## src/hdl/tkh_pkg.sv

```systemverilog
// Shared types and constants for the tilt-to-key converter.
package tkh_pkg;

    localparam int SAMPLE_BITS = 16;
    localparam int DZ_BITS     = 13;
    localparam int NUM_KEYS    = 6;
    localparam int CFG_IDX_BITS = 2;
    localparam int WIDE_BITS   = ((SAMPLE_BITS > DZ_BITS + 1) ? SAMPLE_BITS : DZ_BITS + 1) + 2;

    typedef logic signed [SAMPLE_BITS-1:0] sample_t;
    typedef logic signed [WIDE_BITS-1:0]   wide_t;
    typedef logic        [DZ_BITS-1:0]     dz_t;
    typedef logic        [NUM_KEYS-1:0]    key_mask_t;
    typedef logic        [CFG_IDX_BITS-1:0] cfg_idx_t;

    typedef enum logic [2:0] {
        KEY_LEFT      = 3'd0,
        KEY_RIGHT     = 3'd1,
        KEY_DOWN      = 3'd2,
        KEY_UP        = 3'd3,
        KEY_ALT_LEFT  = 3'd4,
        KEY_ALT_RIGHT = 3'd5
    } key_code_t;

    localparam cfg_idx_t CFG_DEAD_ZONE_X = 2'd0;
    localparam cfg_idx_t CFG_DEAD_ZONE_Y = 2'd1;
    localparam cfg_idx_t CFG_DEAD_ZONE_Z = 2'd2;

    localparam dz_t DZ_X_RESET = 13'd164;
    localparam dz_t DZ_Y_RESET = 13'd410;
    localparam dz_t DZ_Z_RESET = 13'd410;

    localparam sample_t SAMPLE_MAX = {1'b0, {(SAMPLE_BITS-1){1'b1}}};
    localparam sample_t SAMPLE_MIN = {1'b1, {(SAMPLE_BITS-1){1'b0}}};

endpackage

```

## src/hdl/tkh_if.sv

```systemverilog
// Valid/ready channel interfaces for accelerometer samples and key events.
interface tkh_sample_if import tkh_pkg::*; ();
    logic    valid;
    logic    ready;
    sample_t accel_x;
    sample_t accel_y;
    sample_t accel_z;

    modport source (output valid, output accel_x, output accel_y, output accel_z,
                    input ready);
    modport sink   (input valid, input accel_x, input accel_y, input accel_z,
                    output ready);
endinterface

interface tkh_event_if import tkh_pkg::*; ();
    logic      valid;
    logic      ready;
    key_code_t key_code;
    logic      is_press;
    logic      last_event;

    modport source (output valid, output key_code, output is_press, output last_event,
                    input ready);
    modport sink   (input valid, input key_code, input is_press, input last_event,
                    output ready);
endinterface

```

## src/hdl/tilt_to_key_hysteresis.sv

```systemverilog
// Tilt-to-key converter: accelerometer samples in, key press/release events out.
// With no events pending, a sample passes through the input register and then the
// pending-event mask register before its first event is offered.
// One sample per cycle when it causes at most one event and key_evt.ready holds;
// otherwise the single-event output port drains the mask and holds samples back.
// Reset: centres zero, all keys released, dead zones 164/410/410, channels empty.
module tilt_to_key_hysteresis import tkh_pkg::*;
(
    input  logic            clk,
    input  logic            rst_n,
    tkh_sample_if.sink      accel,
    tkh_event_if.source     key_evt,
    input  logic            cfg_we,
    input  cfg_idx_t        cfg_index,
    input  dz_t             cfg_data
);

    typedef struct packed {
        logic    low;
        logic    high;
        sample_t centre;
    } axis_res_t;

    function automatic sample_t sat_sample(wide_t v);
        if (v > wide_t'(SAMPLE_MAX))
            return SAMPLE_MAX;
        else if (v < wide_t'(SAMPLE_MIN))
            return SAMPLE_MIN;
        else
            return sample_t'(v);
    endfunction

    function automatic axis_res_t axis_step(sample_t a, sample_t c, dz_t d);
        axis_res_t r;
        wide_t     aw;
        wide_t     cw;
        wide_t     dw;
        wide_t     dw2;
        wide_t     c1w;
        sample_t   c1;
        aw  = wide_t'(a);
        cw  = wide_t'(c);
        dw  = wide_t'(d);
        dw2 = dw + dw;
        r.low = (aw < cw - dw);
        c1  = (aw < cw - dw2) ? sat_sample(aw + dw2) : c;
        c1w = wide_t'(c1);
        r.high = (aw > c1w + dw);
        r.centre = (aw > c1w + dw2) ? sat_sample(aw - dw2) : c1;
        return r;
    endfunction

    dz_t       dz_x_reg, dz_y_reg, dz_z_reg;
    logic      in_valid_reg;
    sample_t   ax_reg, ay_reg, az_reg;
    sample_t   cx_reg, cy_reg, cz_reg;
    key_mask_t held_reg;
    key_mask_t pend_reg;
    key_mask_t press_reg;

    axis_res_t rx, ry, rz;
    key_mask_t held_next;
    key_mask_t pend_next;
    logic      out_fire;
    logic      advance;
    key_code_t code;

    // configuration
    always_ff @(posedge clk or negedge rst_n)
    begin
        if (!rst_n)
        begin
            dz_x_reg <= DZ_X_RESET;
            dz_y_reg <= DZ_Y_RESET;
            dz_z_reg <= DZ_Z_RESET;
        end
        else if (cfg_we)
        begin
            case (cfg_index)
                CFG_DEAD_ZONE_X: dz_x_reg <= cfg_data;
                CFG_DEAD_ZONE_Y: dz_y_reg <= cfg_data;
                CFG_DEAD_ZONE_Z: dz_z_reg <= cfg_data;
                default: ;
            endcase
        end
    end

    // axis evaluation from the input register
    always_comb
    begin
        rx = axis_step(ax_reg, cx_reg, dz_x_reg);
        ry = axis_step(ay_reg, cy_reg, dz_y_reg);
        rz = axis_step(az_reg, cz_reg, dz_z_reg);
        held_next = {rz.high, rz.low, ry.high, ry.low, rx.high, rx.low};
    end

    assign out_fire  = key_evt.valid && key_evt.ready;
    assign pend_next = out_fire ? (pend_reg & (pend_reg - key_mask_t'(1))) : pend_reg;
    assign advance   = in_valid_reg && (pend_next == '0);
    assign accel.ready = !in_valid_reg || advance;

    always_ff @(posedge clk or negedge rst_n)
    begin
        if (!rst_n)
        begin
            in_valid_reg <= 1'b0;
        end
        else if (accel.ready)
        begin
            in_valid_reg <= accel.valid;
        end
    end

    always_ff @(posedge clk)
    begin
        if (accel.ready && accel.valid)
        begin
            ax_reg <= accel.accel_x;
            ay_reg <= accel.accel_y;
            az_reg <= accel.accel_z;
        end
    end

    // state and pending event mask
    always_ff @(posedge clk or negedge rst_n)
    begin
        if (!rst_n)
        begin
            cx_reg    <= '0;
            cy_reg    <= '0;
            cz_reg    <= '0;
            held_reg  <= '0;
            pend_reg  <= '0;
            press_reg <= '0;
        end
        else if (advance)
        begin
            cx_reg    <= rx.centre;
            cy_reg    <= ry.centre;
            cz_reg    <= rz.centre;
            held_reg  <= held_next;
            pend_reg  <= held_next ^ held_reg;
            press_reg <= held_next;
        end
        else
        begin
            pend_reg <= pend_next;
        end
    end

    // lowest pending key goes out first
    always_comb
    begin
        code = KEY_LEFT;
        for (int i = NUM_KEYS - 1; i >= 0; i--)
        begin
            if (pend_reg[i])
                code = key_code_t'(i);
        end
    end

    assign key_evt.valid      = (pend_reg != '0);
    assign key_evt.key_code   = code;
    assign key_evt.is_press   = press_reg[code];
    assign key_evt.last_event = ((pend_reg & (pend_reg - key_mask_t'(1))) == '0);

endmodule

```

## src/flat_wrapper.sv

```systemverilog
// flat-port wrapper written by rule: the top's interface ports become plain ports
module tilt_to_key_hysteresis_flat import tkh_pkg::*;
  (clk, rst_n, cfg_we, cfg_index, cfg_data, accel_valid, accel_accel_x, accel_accel_y, accel_accel_z, accel_ready, key_evt_valid, key_evt_key_code, key_evt_is_press, key_evt_last_event, key_evt_ready);
  tkh_sample_if accel_i ();
  tkh_event_if key_evt_i ();
  input  logic clk;
  input  logic rst_n;
  input  logic cfg_we;
  input  cfg_idx_t cfg_index;
  input  dz_t cfg_data;
  input wire logic [$bits(accel_i.valid)-1:0] accel_valid;
  input wire logic [$bits(accel_i.accel_x)-1:0] accel_accel_x;
  input wire logic [$bits(accel_i.accel_y)-1:0] accel_accel_y;
  input wire logic [$bits(accel_i.accel_z)-1:0] accel_accel_z;
  output wire logic [$bits(accel_i.ready)-1:0] accel_ready;
  output wire logic [$bits(key_evt_i.valid)-1:0] key_evt_valid;
  output wire logic [$bits(key_evt_i.key_code)-1:0] key_evt_key_code;
  output wire logic [$bits(key_evt_i.is_press)-1:0] key_evt_is_press;
  output wire logic [$bits(key_evt_i.last_event)-1:0] key_evt_last_event;
  input wire logic [$bits(key_evt_i.ready)-1:0] key_evt_ready;
  assign accel_i.valid = accel_valid;
  assign accel_i.accel_x = accel_accel_x;
  assign accel_i.accel_y = accel_accel_y;
  assign accel_i.accel_z = accel_accel_z;
  assign accel_ready = accel_i.ready;
  assign key_evt_valid = key_evt_i.valid;
  assign key_evt_key_code = key_evt_i.key_code;
  assign key_evt_is_press = key_evt_i.is_press;
  assign key_evt_last_event = key_evt_i.last_event;
  assign key_evt_i.ready = key_evt_ready;
  tilt_to_key_hysteresis u_core (.clk(clk), .rst_n(rst_n), .accel(accel_i), .key_evt(key_evt_i), .cfg_we(cfg_we), .cfg_index(cfg_index), .cfg_data(cfg_data));
endmodule
```

## config.mk

```make
export PLATFORM = sky130hd
export DESIGN_NAME = tilt_to_key_hysteresis_flat
export DESIGN_NICKNAME = d
export VERILOG_FILES = /design/src/hdl/tkh_pkg.sv /design/src/hdl/tkh_if.sv /design/src/hdl/tilt_to_key_hysteresis.sv /design/src/flat_wrapper.sv
export SDC_FILE = /design/constraint.sdc
export NUM_CORES = 1
export LEC_CHECK = 0
export ABC_AREA = 1
export BUFFER_PORTS_ARGS = -buffer_cell sky130_fd_sc_hd__buf_2
export CORE_MARGIN = 3
export CORE_UTILIZATION = 45
export CTS_BUF_LIST = sky130_fd_sc_hd__clkbuf_8 sky130_fd_sc_hd__clkbuf_16
export CTS_CLUSTER_SIZE = 24
export DETAILED_ROUTE_END_ITERATION = 6
export MAX_ROUTING_LAYER = met4
export PLACE_DENSITY = 0.61
export RECOVER_POWER = 25
export SYNTH_ARGS = -nofsm -noshare
export SYNTH_HDL_FRONTEND = slang
export SYNTH_SLANG_ARGS = --single-unit
```

## constraint.sdc

```tcl
create_clock -name clk -period 9 [get_ports clk]
set_clock_uncertainty 0.2 [all_clocks]
set_input_delay 1.8 -clock clk [delete_from_list [all_inputs] [get_ports clk]]
set_output_delay 1.8 -clock clk [all_outputs]
set_load 0.02 [all_outputs]
```

==> results of run 1 <==
==> area by class of cell <==
cell class | count | area, um2 | area share [%]
repair buffers | 88 | 465.4 | 1.793
multi-input cells | 3028 | 18220 | 70.19
clock buffers | 18 | 450.4 | 1.735
inverters | 501 | 1886 | 7.265
well taps | 688 | 860.8 | 3.317
flip-flops and latches | 148 | 3960 | 15.26
clock inverters | 14 | 113.9 | 0.4387
==> worst min path at each step <==
stage / startpoint / endpoint / slack (ns) / cells after the start
floorplan: u_core.cx_reg[0] / u_core.cx_reg[0] / 0.25 / 2
global placement: u_core.cx_reg[0] / u_core.cx_reg[0] / 0.27 / 2
detailed placement: u_core.cx_reg[0] / u_core.cx_reg[0] / 0.27 / 2
CTS: u_core.cx_reg[0] / u_core.cx_reg[0] / 0.29 / 2
global route: u_core.cz_reg[0] / u_core.cz_reg[0] / 0.32 / 2
finish: u_core.cx_reg[0] / u_core.cx_reg[0] / 0.30 / 2
==> cell families after synthesis <==
group	Yosys count	synth area share [%]
flip-flops	148	16.27
AND/OR/NAND/NOR	1751	29.86
XOR/XNOR	200	7.198
adder cells (fa/ha/maj)	450	23.51
buffers and inverters	559	8.987
AO/OA/AOI/OAI	627	14.17
==> synthesized netlist by cell type, drive strengths merged (7+ instances only) <==
cell type	number	area [um2]
o21ai	199	1011
ha	438	5480
clkbuf	14	52.55
nor3	41	220.2
a31oi	18	112.6
o31ai	8	60.06
dfrtp	87	2177
edfxtp	48	1441
o21a	13	97.59
a21oi	313	1582
inv	499	1873
nand4	39	262.8
and3	7	43.79
or2	15	93.84
o21bai	16	120.1
nand2	1121	4235
fa	12	240.2
a21o	24	180.2
buf	44	254.0
a21boi	11	82.58
o2111ai	8	70.07
nand3	187	991.0
dfstp	13	341.6
nor4	9	56.30
nor2	312	1221
xnor2	65	569.3
nand3b	8	60.06
xor2	135	1182
==> through the flow <==
stage | worst slack [ns] | utilization, % | hold WS, ns | cells
2_1_floorplan | 2.036 | - | 0.2488 | 3735
3_3_place_gp | 0.7104 | 47.81 | 0.2661 | 4453
3_5_place_dp | 0.5228 | 47.81 | 0.2720 | 4453
4_1_cts | 0.4871 | 48.88 | 0.2935 | 4485
5_1_grt | 0.01064 | 48.90 | 0.3229 | 4485
6_report | 0.8336 | 48.90 | 0.2960 | 4485
==> worst min-delay path: stages (launching register included) <==
cell and delay (ns):
dfrtp_1 0.35, nand2_1 0.06, nand2_1 0.06
==> layer usage <==
layer  vias up  global-route usage [%]
met5         -                       -
met4         0                   9.364
met3       116                   2.953
met2       737                   44.04
met1     11070                   40.41
li1      12370                       -
==> Flow_metrics.wiki, run 1 <==
{| class="wikitable"
! Metric !! Value
|-
| Result of the run || finished, violations left
|-
| Violations in the final reports || DRC, capacitance limit, slew limit
|-
| Register area share after synthesis || 16.27%
|-
| CTS buffer count || 17
|-
| Level count of the clock H-tree || 4
|-
| Height of the die || 238.6 um
|-
| Average wire length per cell after detail routing || 17.97 um
|-
| Largest net degree at the start of global routing || 100
|-
| Worst path slowest cell || dfstp_2
|-
| Sum of routed wire segments on met1 || just under 40000 um
|-
| Critical Path End || u_core.cz_reg[6]
|-
| Starting Density || between 40% and 50%
|-
| Die Area || between 50000 and 60000 um2
|-
| Highest routed metal layer || met4
|-
| Clock tree root driver cell || clkbuf_16
|-
| Type of the worst setup path || register to register
|-
| Number of hold violations in the final report || 0
|-
| Post-DP Area || ~25000 um2
|-
| Cell Rows || 84
|-
| Wire length on met3 || 4547 um
|-
| Post-cts gate resize count || 0
|-
| Cells after Synth || approximately 3700
|-
| Routed via count divided by cell count || between 5 and 6
|-
| Number of slew-limit violations in the final report || between 40 and 50
|-
| Area of all placed cells without fillers || approximately 26000 um2
|-
| Count of cells along the worst register-to-register path || 48
|-
| Reg-to-reg endpoint || u_core.cz_reg[6]
|-
| Buffers plus inverters on the worst setup path || 6
|-
| Required time at the worst-slack endpoint || between 9 and 10 ns
|-
| Post-CTS setup repair buffer count || 0
|-
| Achievable clock frequency || around 120 MHz
|-
| Area growth from synthesis to layout || 6.653%
|-
| Placed wire-length estimate after detailed placement || around 66000 um
|-
| Max-slew headroom || -77.73%
|-
| Number of buffers added to fix hold violations after cts || 0
|-
| Number of max-cap violations || 1
|-
| Launching element of the worst setup path || u_core.dz_z_reg[1]
|-
| CTS tree || built
|-
| Grt ovf || 0
|-
| Clk slew on worst S/H paths || 0.07 ns
|-
| DRC violations left || 1
|-
| Most used cells in the layout excluding fill and tap cells || 1108 x nand2_1, 471 x inv_1, 438 x ha_1, 309 x a21oi_1, 303 x nor2_1
|-
| Via count of the first global-routing pass || 22420
|-
| Final setup viols || 0
|-
| Starting DRT DRC Count || 1985
|-
| Layout cell share with drive strength beyond 1 || under 10%
|-
| Overall fraction of global-route tracks in use || approximately 29%
|-
| CTS Buffer Depth || 2
|-
| Top Ports || 75
|-
| Wire length of the first global-routing pass || approximately 120000 um
|-
| Total number of clock tree sinks || around 150
|-
| Reg2reg start || u_core.dz_z_reg[1]
|-
| WP data arrival || between 8 and 9 ns
|-
| Post-layout min period || around 8.2 ns
|-
| Top flip-flop cell by instance count after synthesis || dfrtp_1
|-
| Yosys warnings || 0
|-
| Most common cell on crit path || nand2_1
|-
| Max stage delay on crit path || 0.60 ns
|-
| Number of distinct library cell variants in the gate-level netlist after synthesis || 53
|-
| Total vias in the final route || 24290
|-
| Core outline area || 53080 um2
|-
| Sort of element at the start of the critical path || register
|-
| Post-synth EDFFs || 48
|-
| Worst Max-Slew Pin Slew || about 2.7 ns
|-
| Kind of cell adding the most delay to the critical path || simple AND/OR/NAND/NOR gates
|-
| Fill cell count || 5578
|-
| Worst hold-check path type || register to register
|-
| Die span in x || roughly 240 um
|-
| Number of inserted diodes || 0
|-
| Average cell area after synthesis || between 6 and 7 um2
|-
| Final sum of negative setup slack || 0 ns
|-
| Number of nets in the layout || roughly 4300
|-
| Synth Cell Area || approximately 24000 um2
|-
| FFs w/ async S/R, synth || 67.57%
|-
| Ratio of final minimum period to clock period || between 90% and 100%
|-
| Worst skew pair latency || 0.48 ns
|-
| Remaining antenna violation count || 0
|-
| Drt total wl || ~81000 um
|-
| Number of antenna violations at the first check in global routing || 1
|-
| Gpl congestion || around 0.99
|-
| Total length of routed met2 wires || 34760 um
|-
| Critical path endpoint category || register
|-
| Count of port buffers added during placement || 74
|-
| Most frequent standard cell in the layout excluding fill and tap cells || nand2_1
|-
| Critical path depth in cells || between 40 and 50
|-
| Unrepaired setup endpoints after global routing || no
|-
| Nets in the synthesized netlist || around 4300
|-
| Number of detailed-route iterations in the first pass || 7
|-
| Maximum fanout encountered on the critical timing path || 15
|-
| Synthesis-stage register bit count || around 150
|-
| Internal reg-to-reg setup slack || around 0.83 ns
|}
Power of run 1 is left out: the tool's default activity adds up to more than one toggle a clock period on the data nets, which glitch-free logic cannot reach.
==> inputs of run 2 (changes only) <==
CTS_BUF_LIST = not set   (was sky130_fd_sc_hd__clkbuf_8 sky130_fd_sc_hd__clkbuf_16)
clock period = 8.51 ns   (was 9 ns; I/O delays follow)
==> run 2 against run 1 <==
- the flow finishes with violations (capacitance limit, slew limit)
- clock-buffer cell count is the same
- register-to-register slack lost 0.16 ns
- design area grew 0.93%
- hold slack gained 0.0028 ns
==> Flow_metrics.wiki, run 2 (same netlist as run 1, synthesis figures left out) <==
{| class="wikitable"
! Metric !! Value
|-
| Starting DRT DRC Count || about 1900
|-
| Core outline area || ~53000 um2
|-
| Cell Rows || 84
|-
| Number of slew-limit violations in the final report || 43
|-
| Number of buffers added to fix hold violations after cts || 0
|-
| Required time at the worst-slack endpoint || slightly below 9 ns
|-
| Max-slew headroom || -82.12%
|-
| Number of detailed-route iterations in the first pass || 6
|-
| Type of the worst setup path || register to register
|-
| Number of hold violations in the final report || 0
|-
| Most frequent standard cell in the layout excluding fill and tap cells || nand2_1
|-
| Via count of the first global-routing pass || 22630
|-
| Area growth from synthesis to layout || 7.645%
|-
| CTS tree || built
|-
| Height of the die || 238.6 um
|-
| Number of max-cap violations || 1
|-
| Result of the run || finished, violations left
|-
| Clk slew on worst S/H paths || 0.07 ns
|-
| Placed wire-length estimate after detailed placement || 66660 um
|-
| Violations in the final reports || capacitance limit, slew limit
|-
| Most common cell on crit path || nand2_1
|-
| Number of inserted diodes || 0
|-
| Number of antenna violations at the first check in global routing || 2
|-
| Worst skew pair latency || 0.50 ns
|-
| Top Ports || 75
|-
| DRC violations left || 0
|-
| Most used cells in the layout excluding fill and tap cells || 1109 x nand2_1, 468 x inv_1, 438 x ha_1, 309 x a21oi_1, 303 x nor2_1
|-
| Clock tree root driver cell || clkbuf_16
|-
| WP data arrival || about 8.0 ns
|-
| Total vias in the final route || approximately 24000
|-
| CTS buffer count || 17
|-
| Worst Max-Slew Pin Slew || between 2 and 3 ns
|-
| Gpl congestion || approximately 0.94
|-
| Post-layout min period || 7.841 ns
|-
| Worst Setup Slack post-DPL || ~0.17 ns
|-
| Number of nets in the layout || ~4300
|-
| Max stage delay on crit path || approximately 0.59 ns
|-
| Ratio of final minimum period to clock period || between 90 and 100%
|-
| Maximum fanout encountered on the critical timing path || 11
|-
| Critical path endpoint category || register
|-
| Wire length of the first global-routing pass || around 120000 um
|-
| Die Area || about 57000 um2
|-
| Routed via count divided by cell count || 5.386
|-
| Starting Density || 45.85%
|-
| Final sum of negative setup slack || 0 ns
|-
| Unrepaired setup endpoints after global routing || no
|-
| Die span in x || roughly 240 um
|-
| Level count of the clock H-tree || 4
|-
| CTS Buffer Depth || 2
|-
| Overall fraction of global-route tracks in use || approximately 29%
|-
| Count of port buffers added during placement || 74
|-
| Achievable clock frequency || between 100 and 150 MHz
|-
| Total number of clock tree sinks || ~150
|-
| Drt total wl || ~80000 um
|-
| Final setup viols || 0
|-
| Worst path slowest cell || dfstp_2
|-
| Layout cell share with drive strength beyond 1 || between 6 and 7%
|-
| Average wire length per cell after detail routing || approximately 18 um
|-
| Worst hold-check path type || register to register
|-
| Remaining antenna violation count || 0
|-
| Sort of element at the start of the critical path || register
|-
| Setup ws final || roughly 0.67 ns
|-
| Grt ovf || 0
|-
| Largest net degree at the start of global routing || 60
|}
==> run 2: final timing paths <==
kind	startpoint	to	slack [ns]	depth (start not counted)
hold reg to reg	u_core.cx_reg[0]	u_core.cx_reg[0]	0.30	2
hold / removal	u_core.cx_reg[0]	u_core.cx_reg[0]	0.30	2
max in group asynchronous	rst_n	u_core.dz_z_reg[5]	4.27	2
setup reg to reg	u_core.dz_x_reg[2]	u_core.cx_reg[9]	0.67	48
min in group asynchronous	rst_n	u_core.in_valid_reg	1.87	1
setup / recovery	u_core.dz_x_reg[2]	u_core.cx_reg[9]	0.67	48
==> run 2: per-stage QoR <==
stage               utilization (%)  instances  cell area (um2)  hold WS, ns
global placement              48.17       4478            25560       0.2668
floorplan                         -       3735            24340       0.2488
detailed placement            48.17       4478            25560       0.2773
finish                        49.36       4511            26200       0.2987
CTS                           49.26       4510            26140       0.2974
global route                  49.36       4511            26200       0.3276
==> run 2: worst max-delay path: cells and delay by family (launching register included) <==
kind	cells	cell delay, ns
AO/OA/AOI/OAI	9	1.80
adder cells (fa/ha/maj)	4	1.31
buffers and inverters	5	0.67
flip-flops	1	0.59
AND/OR/NAND/NOR	30	3.14
==> run 2: final cells by class <==
cell class	instances	area, um2
clock inverter	14	138.9
tap	688	860.8
inverter	501	1886
clock buffer	18	439.2
sequential	148	3960
multi-input combinational	3028	18250
fill	5577	26880
timing repair buffer	114	664.4
==> run 2: metal layers <==
layer  global-route usage, %  wire length, um  vias up
li1                        -                -    12420
met1                   39.42            37630    11040
met2                   44.67            34900      723
met3                   4.545             5436      115
met4                   10.54             2963        0
met5                       -                0        -
==> run 2: repair_timing <==
item / CTS / global route
endpoints found under the hold margin: 0 / 0
endpoints found under the setup margin: 0 / 51
setup buffers: 0 / 1
gates resized for setup: 0 / 21
Power of run 2 is left out for the same reason.
